**config.mk**
```make
export PLATFORM = sky130hd
export DESIGN_NAME = rkf_ctrl
export DESIGN_NICKNAME = d
export VERILOG_FILES = /design/src/rtl/rkf_pkg.sv /design/src/rtl/rkf_ctrl.sv
export SDC_FILE = /design/constraint.sdc
export NUM_CORES = 1
export LEC_CHECK = 0
export ABC_AREA = 1
export BUFFER_PORTS_ARGS = -buffer_cell sky130_fd_sc_hd__buf_4
export CORE_MARGIN = 5
export CORE_UTILIZATION = 35
export CTS_CLUSTER_DIAMETER = 60
export DETAILED_ROUTE_END_ITERATION = 16
export HOLD_SLACK_MARGIN = 0.08
export PLACE_DENSITY = 0.67
export SYNTH_ARGS = -nofsm -noshare
export SYNTH_HDL_FRONTEND = slang
export SYNTH_SLANG_ARGS = --single-unit
```
**constraint.sdc**
```tcl
create_clock -name clock -period 1.9 [get_ports clock]
set_input_delay 0.38 -clock clock [delete_from_list [all_inputs] [get_ports clock]]
set_output_delay 0.38 -clock clock [all_outputs]
set_load 0.02 [all_outputs]
```
**src/rtl/rkf_pkg.sv**
```systemverilog
package rkf_pkg;

   // Input item modes.
   typedef enum logic [2:0] {
      MODE_WR_X    = 3'd0,
      MODE_WR_P    = 3'd1,
      MODE_MEASURE = 3'd2,
      MODE_TIMEOUT = 3'd3,
      MODE_RD_X    = 3'd4,
      MODE_RD_P    = 3'd5
   } mode_type;

   // Result status codes.
   typedef enum logic [2:0] {
      ST_CORRECTED  = 3'd0,
      ST_RANGE      = 3'd1,
      ST_FAULT      = 3'd2,
      ST_TIMEOUT    = 3'd3,
      ST_NO_TIMEOUT = 3'd4,
      ST_DONE       = 3'd5
   } status_type;

   // Configuration register indexes.
   localparam logic [2:0] CSR_MIN_RANGE   = 3'd0;
   localparam logic [2:0] CSR_MAX_RANGE   = 3'd1;
   localparam logic [2:0] CSR_MOUNT_OFS   = 3'd2;
   localparam logic [2:0] CSR_DEF_VAR     = 3'd3;
   localparam logic [2:0] CSR_FAULT_LIM   = 3'd4;
   localparam logic [2:0] CSR_TIMEOUT_LIM = 3'd5;

   // Fixed-point constants (Q16.16).
   localparam logic [31:0] EPS_Q     = 32'd3277;
   localparam logic [30:0] VAR_MIN_Q = 31'd66;
   localparam logic [31:0] I32_MAX   = 32'h7FFF_FFFF;
   localparam logic [31:0] I32_MIN   = 32'h8000_0000;
   localparam logic [30:0] BETA_MAX  = 31'h7FFF_FFFF;

   // Controller states.
   typedef enum logic [4:0] {
      S_IDLE, S_DISPATCH, S_READ_DONE, S_TILT1, S_TILT2, S_TILT3,
      S_PC_RD, S_PC_ACC, S_XR_RD, S_XR_ACC, S_S_ACC, S_FIN, S_RR_MUL,
      S_BETA_START, S_BETA_WAIT, S_BETA_END, S_GAIN_START, S_GAIN_WAIT,
      S_GAIN_END, S_XU_RD, S_XU_WR, S_PU_RD, S_PU_WR, S_OUT
   } ctrl_state_type;

   // Datapath operations.
   typedef enum logic [4:0] {
      OP_NONE, OP_CAPTURE, OP_DISPATCH, OP_READ_DONE, OP_TILT1, OP_TILT2,
      OP_TILT3, OP_PC_RD, OP_PC_ACC, OP_XR_RD, OP_XR_ACC, OP_S_ACC, OP_FIN,
      OP_RR_MUL, OP_BETA_START, OP_BETA_END, OP_GAIN_START, OP_GAIN_END,
      OP_XU_RD, OP_XU_WR, OP_PU_RD, OP_PU_WR, OP_OUT
   } dp_op_type;

   typedef struct packed {
      dp_op_type   op;
      logic [1:0]  sub;
   } dp_cmd_type;

   typedef struct packed {
      mode_type mode;
      logic     gate_ok;
      logic     s_pos;
      logic     beta_fault;
      logic     div_done;
      logic     out_free;
   } dp_sts_type;

   // Saturate a wide signed value to the signed 32-bit range.
   function automatic logic [31:0] sat32(input logic signed [71:0] v);
      if (v[71:31] == '0 || v[71:31] == '1) begin
         return v[31:0];
      end
      return v[71] ? I32_MIN : I32_MAX;
   endfunction

endpackage

```
**src/rtl/rkf_ctrl.sv**
```systemverilog
module rkf_ctrl #(
   parameter int NUM_STATES = 10
) (
   input  logic                          clock,
   input  logic                          reset,
   input  logic                          req_valid,
   output logic                          req_ready,
   output rkf_pkg::dp_cmd_type           cmd,
   output logic [$clog2(NUM_STATES)-1:0] idx_i,
   output logic [$clog2(NUM_STATES)-1:0] idx_j,
   input  rkf_pkg::dp_sts_type           sts
);

   localparam int IW = $clog2(NUM_STATES);
   localparam logic [IW-1:0] LAST = IW'(NUM_STATES - 1);

   rkf_pkg::ctrl_state_type state_ff, state_in;
   logic [IW-1:0] i_ff, i_in, j_ff, j_in;
   logic [1:0]    sub_ff, sub_in;

   // Next state and loop counters.
   always_comb begin
      state_in = state_ff;
      i_in     = i_ff;
      j_in     = j_ff;
      sub_in   = sub_ff;
      case (state_ff)
         rkf_pkg::S_IDLE: begin
            if (req_valid) begin
               state_in = rkf_pkg::S_DISPATCH;
            end
         end
         rkf_pkg::S_DISPATCH: begin
            i_in   = '0;
            j_in   = '0;
            sub_in = '0;
            case (sts.mode)
               rkf_pkg::MODE_RD_X, rkf_pkg::MODE_RD_P: state_in = rkf_pkg::S_READ_DONE;
               rkf_pkg::MODE_MEASURE: begin
                  state_in = sts.gate_ok ? rkf_pkg::S_TILT1 : rkf_pkg::S_OUT;
               end
               default: state_in = rkf_pkg::S_OUT;
            endcase
         end
         rkf_pkg::S_READ_DONE: state_in = rkf_pkg::S_OUT;
         rkf_pkg::S_TILT1:     state_in = rkf_pkg::S_TILT2;
         rkf_pkg::S_TILT2:     state_in = rkf_pkg::S_TILT3;
         rkf_pkg::S_TILT3:     state_in = rkf_pkg::S_PC_RD;
         rkf_pkg::S_PC_RD:     state_in = rkf_pkg::S_PC_ACC;
         rkf_pkg::S_PC_ACC: begin
            if (sub_ff == 2'd3) begin
               sub_in = '0;
               if (i_ff == LAST) begin
                  i_in     = '0;
                  state_in = rkf_pkg::S_XR_RD;
               end else begin
                  i_in     = i_ff + IW'(1);
                  state_in = rkf_pkg::S_PC_RD;
               end
            end else begin
               sub_in   = sub_ff + 2'd1;
               state_in = rkf_pkg::S_PC_RD;
            end
         end
         rkf_pkg::S_XR_RD: state_in = rkf_pkg::S_XR_ACC;
         rkf_pkg::S_XR_ACC: begin
            if (sub_ff == 2'd1) begin
               sub_in   = '0;
               state_in = rkf_pkg::S_S_ACC;
            end else begin
               sub_in   = 2'd1;
               state_in = rkf_pkg::S_XR_RD;
            end
         end
         rkf_pkg::S_S_ACC: begin
            if (sub_ff == 2'd1) begin
               sub_in   = '0;
               state_in = rkf_pkg::S_FIN;
            end else begin
               sub_in = 2'd1;
            end
         end
         rkf_pkg::S_FIN: state_in = rkf_pkg::S_RR_MUL;
         rkf_pkg::S_RR_MUL: begin
            state_in = sts.s_pos ? rkf_pkg::S_BETA_START : rkf_pkg::S_OUT;
         end
         rkf_pkg::S_BETA_START: state_in = rkf_pkg::S_BETA_WAIT;
         rkf_pkg::S_BETA_WAIT: begin
            if (sts.div_done) begin
               state_in = rkf_pkg::S_BETA_END;
            end
         end
         rkf_pkg::S_BETA_END: begin
            i_in     = '0;
            state_in = sts.beta_fault ? rkf_pkg::S_OUT : rkf_pkg::S_GAIN_START;
         end
         rkf_pkg::S_GAIN_START: state_in = rkf_pkg::S_GAIN_WAIT;
         rkf_pkg::S_GAIN_WAIT: begin
            if (sts.div_done) begin
               state_in = rkf_pkg::S_GAIN_END;
            end
         end
         rkf_pkg::S_GAIN_END: state_in = rkf_pkg::S_XU_RD;
         rkf_pkg::S_XU_RD:    state_in = rkf_pkg::S_XU_WR;
         rkf_pkg::S_XU_WR: begin
            j_in     = '0;
            state_in = rkf_pkg::S_PU_RD;
         end
         rkf_pkg::S_PU_RD: state_in = rkf_pkg::S_PU_WR;
         rkf_pkg::S_PU_WR: begin
            if (j_ff == LAST) begin
               j_in = '0;
               if (i_ff == LAST) begin
                  i_in     = '0;
                  state_in = rkf_pkg::S_OUT;
               end else begin
                  i_in     = i_ff + IW'(1);
                  state_in = rkf_pkg::S_GAIN_START;
               end
            end else begin
               j_in     = j_ff + IW'(1);
               state_in = rkf_pkg::S_PU_RD;
            end
         end
         rkf_pkg::S_OUT: begin
            if (sts.out_free) begin
               state_in = rkf_pkg::S_IDLE;
            end
         end
         default: state_in = rkf_pkg::S_IDLE;
      endcase
   end

   // Datapath commands.
   always_comb begin
      cmd.sub   = sub_ff;
      req_ready = 1'b0;
      case (state_ff)
         rkf_pkg::S_IDLE: begin
            req_ready = 1'b1;
            cmd.op    = req_valid ? rkf_pkg::OP_CAPTURE : rkf_pkg::OP_NONE;
         end
         rkf_pkg::S_DISPATCH:   cmd.op = rkf_pkg::OP_DISPATCH;
         rkf_pkg::S_READ_DONE:  cmd.op = rkf_pkg::OP_READ_DONE;
         rkf_pkg::S_TILT1:      cmd.op = rkf_pkg::OP_TILT1;
         rkf_pkg::S_TILT2:      cmd.op = rkf_pkg::OP_TILT2;
         rkf_pkg::S_TILT3:      cmd.op = rkf_pkg::OP_TILT3;
         rkf_pkg::S_PC_RD:      cmd.op = rkf_pkg::OP_PC_RD;
         rkf_pkg::S_PC_ACC:     cmd.op = rkf_pkg::OP_PC_ACC;
         rkf_pkg::S_XR_RD:      cmd.op = rkf_pkg::OP_XR_RD;
         rkf_pkg::S_XR_ACC:     cmd.op = rkf_pkg::OP_XR_ACC;
         rkf_pkg::S_S_ACC:      cmd.op = rkf_pkg::OP_S_ACC;
         rkf_pkg::S_FIN:        cmd.op = rkf_pkg::OP_FIN;
         rkf_pkg::S_RR_MUL:     cmd.op = rkf_pkg::OP_RR_MUL;
         rkf_pkg::S_BETA_START: cmd.op = rkf_pkg::OP_BETA_START;
         rkf_pkg::S_BETA_END:   cmd.op = rkf_pkg::OP_BETA_END;
         rkf_pkg::S_GAIN_START: cmd.op = rkf_pkg::OP_GAIN_START;
         rkf_pkg::S_GAIN_END:   cmd.op = rkf_pkg::OP_GAIN_END;
         rkf_pkg::S_XU_RD:      cmd.op = rkf_pkg::OP_XU_RD;
         rkf_pkg::S_XU_WR:      cmd.op = rkf_pkg::OP_XU_WR;
         rkf_pkg::S_PU_RD:      cmd.op = rkf_pkg::OP_PU_RD;
         rkf_pkg::S_PU_WR:      cmd.op = rkf_pkg::OP_PU_WR;
         rkf_pkg::S_OUT: begin
            cmd.op = sts.out_free ? rkf_pkg::OP_OUT : rkf_pkg::OP_NONE;
         end
         default: cmd.op = rkf_pkg::OP_NONE;
      endcase
   end

   always_ff @(posedge clock) begin
      if (reset) begin
         state_ff <= rkf_pkg::S_IDLE;
         i_ff     <= '0;
         j_ff     <= '0;
         sub_ff   <= '0;
      end else begin
         state_ff <= state_in;
         i_ff     <= i_in;
         j_ff     <= j_in;
         sub_ff   <= sub_in;
      end
   end

   assign idx_i = i_ff;
   assign idx_j = j_ff;

endmodule

```
==> results.ini, run 1 <==
[outcome]
status=finished, violations left
violations=negative setup slack

[setup_path]
required_ns=1.52
critPathCaptureType=output pin
critPathKind=reg -> out
reg2regPathDepth=10
r2r-end=idx_i[0]
timing.rr.start=state_ff[2]
crit_arrival_ns=1.53
regToRegSetupSlack_ns=0.26
path_max_fanout=7
critPathLaunch=state_ff[1]
cp-start-kind=flop

[routing]
first_iter_violations=206
final_antenna_net_count=0
dr.pass1.iters=4
vias_per_cell=5.22
wl_um=4470
drc=0
routedWlPerCell_um=13.5
vias=1734

[power_and_ir_drop]
p_sw_uw=1050
ir_drop_mv=0.479
p_int_uw=1050
p_clk_frac=0.126
p_leak_uw=0.000939
swShare=0.499
powerDensity_nw_per_um2=1080
seqPwrFrac=0.256
combPwrFrac=0.618

[placement]
place_congestion=1.01
dpl_cell_area_um2=1650
placed_cells=320
numPortBuffers=26
hpwl_um=3280

[clock_tree]
cts-buffers-inserted=3
cts_buffer_depth=2
cts-root-buf=clkbuf_8
clkSlewWorstSetupHoldPaths_ns=0.06
htree_levels=1
clock_latency_ns=0.25
cts.sinks=15
cts_tree=built
ctsHoldBuffers=0

[logic_synthesis]
synth_area_um2=1350
ys_warn_count=0
avgSynthCellArea_um2=5.61
synth_seq_cells=15
synth_top_area_frac=0.222
synth_cell_types=28
seq_area_frac_synth=0.222
synth_fp_nets=256
synth.area.top_cells=dfxtp_1, nand2_1, nor2_1
synth_top_area_cell=dfxtp_1
syn_inst=241

[layout]
stdcell_count=332
multi_input_area_um2=1050
fin_nets=300
area_growth_pct=43.6
drive_above_1_share=0.345
diodes=0
nFillCells=389
final_area_um2=1940
ff_latch_area_um2=319

[worst_hold_path]
min-delay-start=reset
worstHoldEndpoint=state_ff[1]
hold_class=in -> reg
hold_path_depth=2

[floorplan]
die_h_um=72.2
die_width_um=72.2
std_cell_rows=22
fp.dieArea_um2=5210
core_um2=3720
initial_utilization=0.364
ios=27

[timing]
report.final.hold_viol_count=0
setup_ws_ns=-0.00810
slew_headroom=0.740
slew_viol_final=0
skew_ns=0.00239
setup_viol=1
final.min_clock_period_ns=1.91
rsz0062_at_grt=true
fmax_ghz=0.524
worst_slew_pin_slew_ns=0.389
period_share=1.00

[global_routing]
antenna_found_initial=0
grt-ovfl-total=0
grt_pass1_vias=1636
grt_max_degree=10
gr-usage-all-layers=0.170
grt_pass1_wl_um=7160

[job]
max_cap_violations=0

-- metal layers --
layer | global-route usage | part of all wire | up-vias | routed length [um]
li1 | - | - | 869 | -
met1 | 0.201 | 0.39 | 769 | 1740
met2 | 0.296 | 0.51 | 82 | 2270
met3 | 0.0305 | 0.072 | 14 | 323
met4 | 0.0814 | 0.029 | 0 | 131
met5 | 0 | 0 | - | 0
-- cell families (layout without fill, tap and decap cells) --
| logic type | after synthesis | after routing | share of synthesized area |
|---|---|---|---|
| AO/OA/AOI/OAI | 28 | 28 | 0.126 |
| AND/OR/NAND/NOR | 154 | 154 | 0.499 |
| adder cells (fa/ha/maj) | 4 | 4 | 0.0370 |
| flip-flops | 15 | 15 | 0.222 |
| buffers and inverters | 40 | 83 | 0.117 |
-- power groups by stage --
stage	Combinational (uW)	Clock (uW)	Sequential [uW]
floorplan	733	0	491
global placement	1100	0	480
detailed placement	1100	0	482
CTS	1210	276	512
global route	1420	294	546
finish	1300	265	537
-- critical path: stages (launching register included) --
cell	delay, ns
dfxtp_4	0.45
inv_4	0.07
nand3_4	0.09
nor2_4	0.05
nor2_2	0.14
nand4_1	0.10
or2_4	0.24
buf_6	0.13
-- sequential cells by signal, indices dropped and copies added, names as in the netlist --
register,cells
sub_ff,2
idx_i,4
idx_j,4
state_ff,5
-- placed cells by master, fill, tap and decap left out, types with 4 or more instances in the layout --
| cell type | synthesis | final |
|---|---|---|
| inv_1 | 35 | 31 |
| nor2_1 | 49 | 37 |
| nand2_2 | 1 | 10 |
| nand3_4 | 0 | 4 |
| nand3_1 | 20 | 16 |
| buf_4 | 0 | 39 |
| dfxtp_1 | 15 | 10 |
| o21ai_0 | 4 | 4 |
| nor3_1 | 7 | 6 |
| nand2_1 | 56 | 47 |
| dfxtp_4 | 0 | 5 |
| nor2_4 | 0 | 4 |
| nor2_2 | 6 | 14 |
| ha_1 | 4 | 4 |
| a21oi_1 | 12 | 12 |
| nand4_1 | 5 | 5 |
-- cell usage after synthesis --
library cell	n
o21ai_0	4
nand2_2	1
and3_1	3
dfxtp_1	15
inv_1	35
nand4_1	5
nand3_2	2
nor3_1	7
nor2_1	49
o21bai_1	1
o21ai_2	1
a211oi_1	1
o31ai_1	1
nor4_1	2
nand2_1	56
inv_2	3
o21ai_1	2
o211ai_1	3
nor2_2	6
clkbuf_1	1
ha_1	4
a21oi_1	12
or2_2	3
o32ai_1	1
o2111ai_1	1
buf_6	1
a41oi_1	1
nand3_1	20
-- repair_timing --
item	in CTS	in global routing
pin swaps	7	8
setup buffers	6	2
resized for setup	32	27
endpoints found under the setup margin	5	5
-- worst max-delay path by stage --
stage	cells after the start	end
after global routing	7	cmd[3]
after detailed placement	7	cmd[3]
after global placement	7	cmd[3]
after floorplan	6	cmd[2]
after CTS	8	cmd[4]
final	7	cmd[3]
-- area by class of cell --
class	instances	area share
Multi-Input combinational cell	186	0.539
Sequential cell	15	0.164
Timing Repair Buffer	41	0.162
Inverter	38	0.0799
Tap cell	48	0.0309
Clock buffer	3	0.0213
Clock inverter	1	0.00258
-- through the flow --
stage	utilization	total power [uW]	TNS (ns)	worst slack [ns]	hold slack (ns)
floorplan	-	1220	0	0.206	0.520
global route	0.523	2260	-0.286	-0.117	0.362
detailed placement	0.443	1580	0	0.0154	0.499
finish	0.523	2100	-0.00810	-0.00810	0.359
global placement	0.443	1580	0	0.0294	0.497
CTS	0.494	1990	0	0.00419	0.355
Power figures use the tool's default switching activity.
==> run 2, diff against run 1 <==
--- a/config.mk
+++ b/config.mk
@@ -6,13 +6,12 @@
 export NUM_CORES = 1
 export LEC_CHECK = 0
 export ABC_AREA = 1
-export BUFFER_PORTS_ARGS = -buffer_cell sky130_fd_sc_hd__buf_4
-export CORE_MARGIN = 5
 export CORE_UTILIZATION = 35
 export CTS_CLUSTER_DIAMETER = 60
 export DETAILED_ROUTE_END_ITERATION = 16
+export DONT_BUFFER_PORTS = 1
 export HOLD_SLACK_MARGIN = 0.08
-export PLACE_DENSITY = 0.67
+export PLACE_DENSITY = 0.61
 export SYNTH_ARGS = -nofsm -noshare
 export SYNTH_HDL_FRONTEND = slang
 export SYNTH_SLANG_ARGS = --single-unit
==> run 2 against run 1 <==
Effect of this change:
- the run still ends with negative setup slack left
- worst setup slack improved by 0.0034 ns
- global-route usage increased by 3.2 points
- register-to-register slack about the same
- first-iteration DRC count decreased by 16%
- sequential cell count unchanged
- critical path type unchanged
- clock skew about the same
- sequential share of layout area increased by 1.8 points
- count of clock-buffer cells in the layout unchanged
- wire length decreased by 5.6%
==> results.ini, run 2 (synthesized netlist as in run 1, its figures left out) <==
[outcome]
status=finished, violations left  ; unchanged
violations=negative setup slack  ; unchanged

[routing]
routedWlPerCell_um=13.8  ; was 13.5 um
final_antenna_net_count=0  ; unchanged
dr.pass1.iters=5  ; was 4
topRoutingLayerUsed=met4  ; unchanged
wl_um=4220  ; was 4470 um
vias=1614  ; was 1,734
drc=0  ; unchanged
dr_wl_met3_um=332  ; was 323 um
wl_met1_um=1660  ; was 1740 um
first_iter_violations=174  ; was 206
vias_per_cell=5.29  ; was 5.22
wl_met2_um=2060  ; was 2270 um

[setup_path]
critPathCaptureType=output pin  ; unchanged
critPathMaxStageDelay_ns=0.41  ; was 0.45 ns
crit_arrival_ns=1.52  ; was 1.53 ns
path_max_fanout=6  ; was 7
required_ns=1.52  ; about the same
crit_slowest_cell=dfxtp_4  ; unchanged
crit_chain=inv_4 > nand3_4 > nor2_1 > nor2_2 > nand4_1 > or2_4  ; was inv_4 > nand3_4 > nor2_4 > nor2_2 > nand4_1 > or2_4 > buf_6
critPathKind=reg -> out  ; unchanged
cp-start-kind=flop  ; unchanged

[clock_tree]
cts_buffer_depth=2  ; unchanged
cts_tree=built  ; unchanged
htree_levels=1  ; unchanged
cts-buffers-inserted=3  ; unchanged
ctsHoldBuffers=0  ; unchanged
clkSlewWorstSetupHoldPaths_ns=0.06  ; about the same
clock_latency_ns=0.24  ; was 0.25 ns
cts-root-buf=clkbuf_8  ; unchanged
cts.sinks=15  ; unchanged

[placement]
place_congestion=1.07  ; was 1.01
hpwl_um=3120  ; was 3280 um
numPortBuffers=0  ; was 26
placed_cells=294  ; was 320

[floorplan]
die_width_um=64.2  ; was 72.2 um
std_cell_rows=22  ; unchanged
die_h_um=64.2  ; was 72.2 um
initial_utilization=0.367  ; was 0.364
ios=27  ; unchanged
core_um2=3690  ; was 3720 um2
fp.dieArea_um2=4120  ; was 5210 um2

[power_and_ir_drop]
p_leak_uw=0.000806  ; was 0.000939 uW
powerDensity_nw_per_um2=1100  ; was 1080 nW/um2
ir_drop_mv=0.604  ; was 0.479 mV

[layout]
fin_nets=273  ; was 300
final_cell_mix=nand2_1, nor2_1, inv_1, nand3_1, buf_4  ; was nand2_1, buf_4, nor2_1, inv_1, nand3_1
layout.cells.most_common=nand2_1  ; unchanged
drive_above_1_share=0.280  ; was 0.345
diodes=0  ; unchanged
regMostFlops=state_ff  ; unchanged
area_growth_pct=29.0  ; was 43.6%
stdcell_count=305  ; was 332
fin_util=0.473  ; was 0.523
largest_register_ffs=5  ; unchanged

[global_routing]
gr-usage-all-layers=0.202  ; was 0.170
grt-ovfl-total=0  ; unchanged
grt_max_degree=10  ; unchanged
antenna_found_initial=0  ; unchanged
grt_pass1_wl_um=6530  ; was 7160 um
grt_pass1_vias=1448  ; was 1,636

[worst_hold_path]
hold_class=in -> reg  ; unchanged

[timing]
final.min_clock_period_ns=1.90  ; was 1.91 ns
fmax_ghz=0.525  ; was 0.524 GHz
setup_ws_ns=-0.00474  ; was -0.00810 ns
worst_slew_pin_slew_ns=0.503  ; was 0.389 ns
rsz0062_at_grt=true  ; unchanged
hold_ws_ns=0.189  ; was 0.359 ns
slew_headroom=0.663  ; was 0.740
setup_viol=1  ; unchanged
period_share=1.00  ; about the same
slew_viol_final=0  ; unchanged
report.final.hold_viol_count=0  ; unchanged
skew_ns=0.00195  ; was 0.00239 ns

[job]
max_cap_violations=0  ; unchanged

==> run 2: changes by cell type in the layout (fill, tap and decap cells not counted), sizes merged <==
cell | previous run | this run
buf | 41 | 14
==> run 2: path summary, 6_finish.rpt <==
path / slack [ns] / from / endpoint / depth (start not counted)
max: -0.005 / state_ff[3] / cmd[3] / 6
min: 0.19 / reset / state_ff[0] / 1
max reg2reg: 0.27 / state_ff[3] / idx_i[0] / 10
min reg2reg: 0.55 / state_ff[2] / state_ff[2] / 2
==> run 2: timing repair <==
item | CTS | global route
resized for setup | 13 | 47
pin swaps | 1 | 10
setup endpoints to repair | 5 | 5
buffers inserted | 0 | 7
==> run 2: per-layer routing <==
| metal | vias up | GRT usage |
|---|---|---|
| li1 | 814 | - |
| met1 | 701 | 0.242 |
| met2 | 81 | 0.352 |
| met3 | 18 | 0.0304 |
| met4 | 0 | 0.0917 |
| met5 | - | 0 |
==> run 2: power by group <==
group | switching, uW | internal [uW]
combinational | 747 | 377
sequential | 150 | 395
clock | 107 | 145
==> run 2: per-stage QoR <==
step	total power (uW)	TNS (ns)	setup WS, ns	cell area, um2
final	1920	-0.00474	-0.00474	1750
after global routing	2070	-0.194	-0.0661	1750
after CTS	1740	-0.0577	-0.0388	1530
after detailed placement	1450	0	0.0587	1450
after global placement	1460	0	0.0540	1450
after floorplan	1220	0	0.206	1350
==> run 2: layout make-up <==
type | instances | area (um2)
Tap cell | 48 | 60.1
Inverter | 38 | 150
Multi-Input combinational cell | 186 | 1060
Sequential cell | 15 | 319
Fill cell | 389 | 1940
Clock inverter | 1 | 5.00
Timing Repair Buffer | 14 | 109
Clock buffer | 3 | 41.3
==> run 2: critical path: cells and delay by family (launching register included) <==
family,cells,cell delay (ns)
buf+inv,1,0.08
flops,1,0.41
simple gates,5,0.80
==> run 3, diff against run 2 <==
--- a/config.mk
+++ b/config.mk
@@ -5,7 +5,6 @@
 export SDC_FILE = /design/constraint.sdc
 export NUM_CORES = 1
 export LEC_CHECK = 0
-export ABC_AREA = 1
 export CORE_UTILIZATION = 35
 export CTS_CLUSTER_DIAMETER = 60
 export DETAILED_ROUTE_END_ITERATION = 16
==> run 3 against run 2 <==
Effect of this change:
- the flow still finishes with violations (negative setup slack)
- utilization grew 0.85 points
- critical path depth shrank 1
- global-route usage shrank 2.4 points
- critical endpoint is now req_ready
- die area up 8.9%
- first-iteration DRC count decreased by 47%
- count of clock-buffer cells in the layout is 1 higher
- clock skew shrank 0.0017 ns
- largest cell class unchanged
- synthesized area rose by 9.2%
- hold slack improved by 0.0085 ns
- sequential power fell by 12%
- sequential share of layout area is 2.2 points lower
- synthesized cell count is 16% lower
==> results.ini, run 3 <==
[timing]
rsz0062_at_grt=true  ; unchanged
setup_ws_ns=-0.00379  ; was -0.00474 ns
worst_slew_pin_slew_ns=0.377  ; was 0.503 ns
slew_viol_final=0  ; unchanged
setup_viol=1  ; unchanged
fmax_ghz=0.525  ; about the same
skew_ns=0.000294  ; was 0.00195 ns
report.final.hold_viol_count=0  ; unchanged
final.min_clock_period_ns=1.90  ; about the same
period_share=1.00  ; about the same
slew_headroom=0.745  ; was 0.663

[routing]
wl_um=4020  ; was 4220 um
wl_met2_um=1830  ; was 2060 um
wl_met1_um=1920  ; was 1660 um
dr_wl_met3_um=235  ; was 332 um
drc=0  ; unchanged
vias_per_cell=5.68  ; was 5.29
topRoutingLayerUsed=met4  ; unchanged
dr.pass1.iters=4  ; was 5
final_antenna_net_count=0  ; unchanged
first_iter_violations=92  ; was 174
vias=1625  ; was 1,614
routedWlPerCell_um=14.1  ; was 13.8 um

[setup_path]
critPathKind=reg -> out  ; unchanged
crit_family=simple AND/OR/NAND/NOR gates  ; unchanged
crit_arrival_ns=1.52  ; about the same
cp_num_buf_inv=3  ; was 1
path_max_fanout=5  ; was 6
critPathLaunch=state_ff[3]  ; unchanged
crit_slowest_cell=or3_4  ; was dfxtp_4
cp-start-kind=flop  ; unchanged
required_ns=1.52  ; about the same
crit_chain=buf_6 > buf_6 > or3_4 > nor3_2 > buf_4  ; was inv_4 > nand3_4 > nor2_1 > nor2_2 > nand4_1 > or2_4
critPathCaptureType=output pin  ; unchanged
timing.rr.start=state_ff[3]  ; unchanged
critPathMaxStageDelay_ns=0.39  ; was 0.41 ns
cpMostUsedCell=buf_6

[logic_synthesis]
synth_edf_count=0  ; unchanged
synth_top_area_frac=0.203  ; was 0.222
syn_inst=202  ; was 241
synth_top_area_cell=dfxtp_1  ; unchanged
synth.area.top_cells=dfxtp_1, nand2_1, a21oi_1  ; was dfxtp_1, nand2_1, nor2_1
seq_area_frac_synth=0.203  ; was 0.222
ys_warn_count=0  ; unchanged
synth.most_common_cell=nand2_1  ; unchanged
synth_cell_types=54  ; was 28
synth_area_um2=1480  ; was 1350 um2
synth_common_cells=nand2_1, nor2_1, a21oi_1, dfxtp_1, o21ai_0  ; was nand2_1, nor2_1, inv_1, nand3_1, dfxtp_1
synth_seq_cells=15  ; unchanged
synth_fp_nets=217  ; was 256
synthArstFlopShare=0  ; unchanged
synth_flop_cell=dfxtp_1  ; unchanged
avgSynthCellArea_um2=7.31  ; was 5.61 um2

[layout]
final_area_um2=1940  ; was 1750 um2
drive_above_1_share=0.297  ; was 0.280
stdcell_count=286  ; was 305
diodes=0  ; unchanged
regMostFlops=state_ff  ; unchanged
area_growth_pct=31.4  ; was 29.0%
fin_nets=252  ; was 273
layout.cells.most_common=buf_4  ; was nand2_1
final_cell_mix=buf_4, nand2_1, nor2_1, a21oi_1  ; was nand2_1, nor2_1, inv_1, nand3_1, buf_4
largest_register_ffs=5  ; unchanged
nFillCells=411  ; was 389

[floorplan]
die_width_um=67.0  ; was 64.2 um
std_cell_rows=23  ; was 22
ios=27  ; unchanged
die_h_um=67.0  ; was 64.2 um
fp.dieArea_um2=4480  ; was 4120 um2
core_um2=4030  ; was 3690 um2
initial_utilization=0.366  ; was 0.367

[outcome]
status=finished, violations left  ; unchanged
violations=negative setup slack  ; unchanged

[placement]
placed_cells=268  ; was 294
dpl_cell_area_um2=1720  ; was 1450 um2
numPortBuffers=0  ; unchanged
place_congestion=0.897  ; was 1.07
dp_slack_ns=0.124  ; was 0.0587 ns
hpwl_um=2940  ; was 3120 um

[worst_hold_path]
hold_class=in -> reg  ; unchanged
min-delay-start=reset  ; unchanged

[global_routing]
grt_pass1_wl_um=6260  ; was 6530 um
grt-ovfl-total=0  ; unchanged
gr-usage-all-layers=0.178  ; was 0.202
grt_pass1_vias=1389  ; was 1,448
antenna_found_initial=0  ; unchanged
grt_max_degree=27  ; was 10

[clock_tree]
clkSlewWorstSetupHoldPaths_ns=0.06  ; about the same
cts-root-buf=clkbuf_8  ; unchanged
ctsHoldBuffers=0  ; unchanged
cts_buffer_depth=2  ; unchanged
htree_levels=1  ; unchanged
cts_tree=built  ; unchanged
cts-buffers-inserted=3  ; unchanged
clock_latency_ns=0.24  ; about the same
cts.sinks=15  ; unchanged

[power_and_ir_drop]
ir_drop_mv=0.639  ; was 0.604 mV
total_power_uw=2650  ; was 1920 uW
p_leak_uw=0.000784  ; was 0.000806 uW
powerDensity_nw_per_um2=1370  ; was 1100 nW/um2

[job]
max_cap_violations=0  ; unchanged

==> run 3: cell types whose count changed after synthesis, sizes merged, moves of 5 or more <==
cell and change:
inv -30, nand2b +9, nor2 -38, buf +13
a31oi +5, nand2 -36, nand3 -19, nor2b +5
==> run 3: area by class of cell <==
class	count	area (um2)	area share
Clock buffer	4	45.0	0.0232
Timing Repair Buffer	46	403	0.208
Tap cell	50	62.6	0.0322
Multi-Input combinational cell	163	1090	0.561
Inverter	8	30.0	0.0155
Sequential cell	15	312	0.161
==> run 3: final timing paths <==
check	cells past startpoint	endpoint	slack, ns
max	5	req_ready	-0.004
min	1	state_ff[3]	0.20
max reg2reg	6	idx_i[3]	0.10
min reg2reg	2	idx_j[1]	0.56
==> run 3: logic make-up (layout without fill, tap and decap cells) <==
group	count (synthesis)	in the layout	synth area share
muxes	3	3	0.0212
adders and majority gates	4	4	0.0339
DFF	15	15	0.203
xor gates and xnor gates	4	4	0.0237
and+or+nand+nor	88	88	0.342
buffers and inverters	24	58	0.0754
AOI/OAI and AO/OA	64	64	0.301
==> run 3: metal layers <==
layer / vias to the layer above / global-route usage
met5: - / 0
met4: 0 / 0.0559
met3: 7 / 0.0257
met2: 61 / 0.280
met1: 737 / 0.247
li1: 820 / -
==> run 3: power breakdown <==
group          internal [uW]  total (uW)  switching [uW]
combinational            913        1930            1010
clock                    148         251             103
sequential               398         476            78.0
==> run 3: per-stage QoR <==
| step | hold slack [ns] | utilization | TNS [ns] |
|---|---|---|---|
| after floorplan | 0.584 | - | 0 |
| after global placement | 0.456 | 0.428 | 0 |
| after detailed placement | 0.454 | 0.428 | 0 |
| after CTS | 0.196 | 0.443 | 0 |
| after global routing | 0.188 | 0.482 | -0.0636 |
| final | 0.198 | 0.482 | -0.00379 |
==> run 3: what timing repair did <==
item,CTS,global route
cloned,0,1
pin swaps,0,6
resized for setup,7,13
buffers inserted,0,15
setup endpoints to repair,4,5
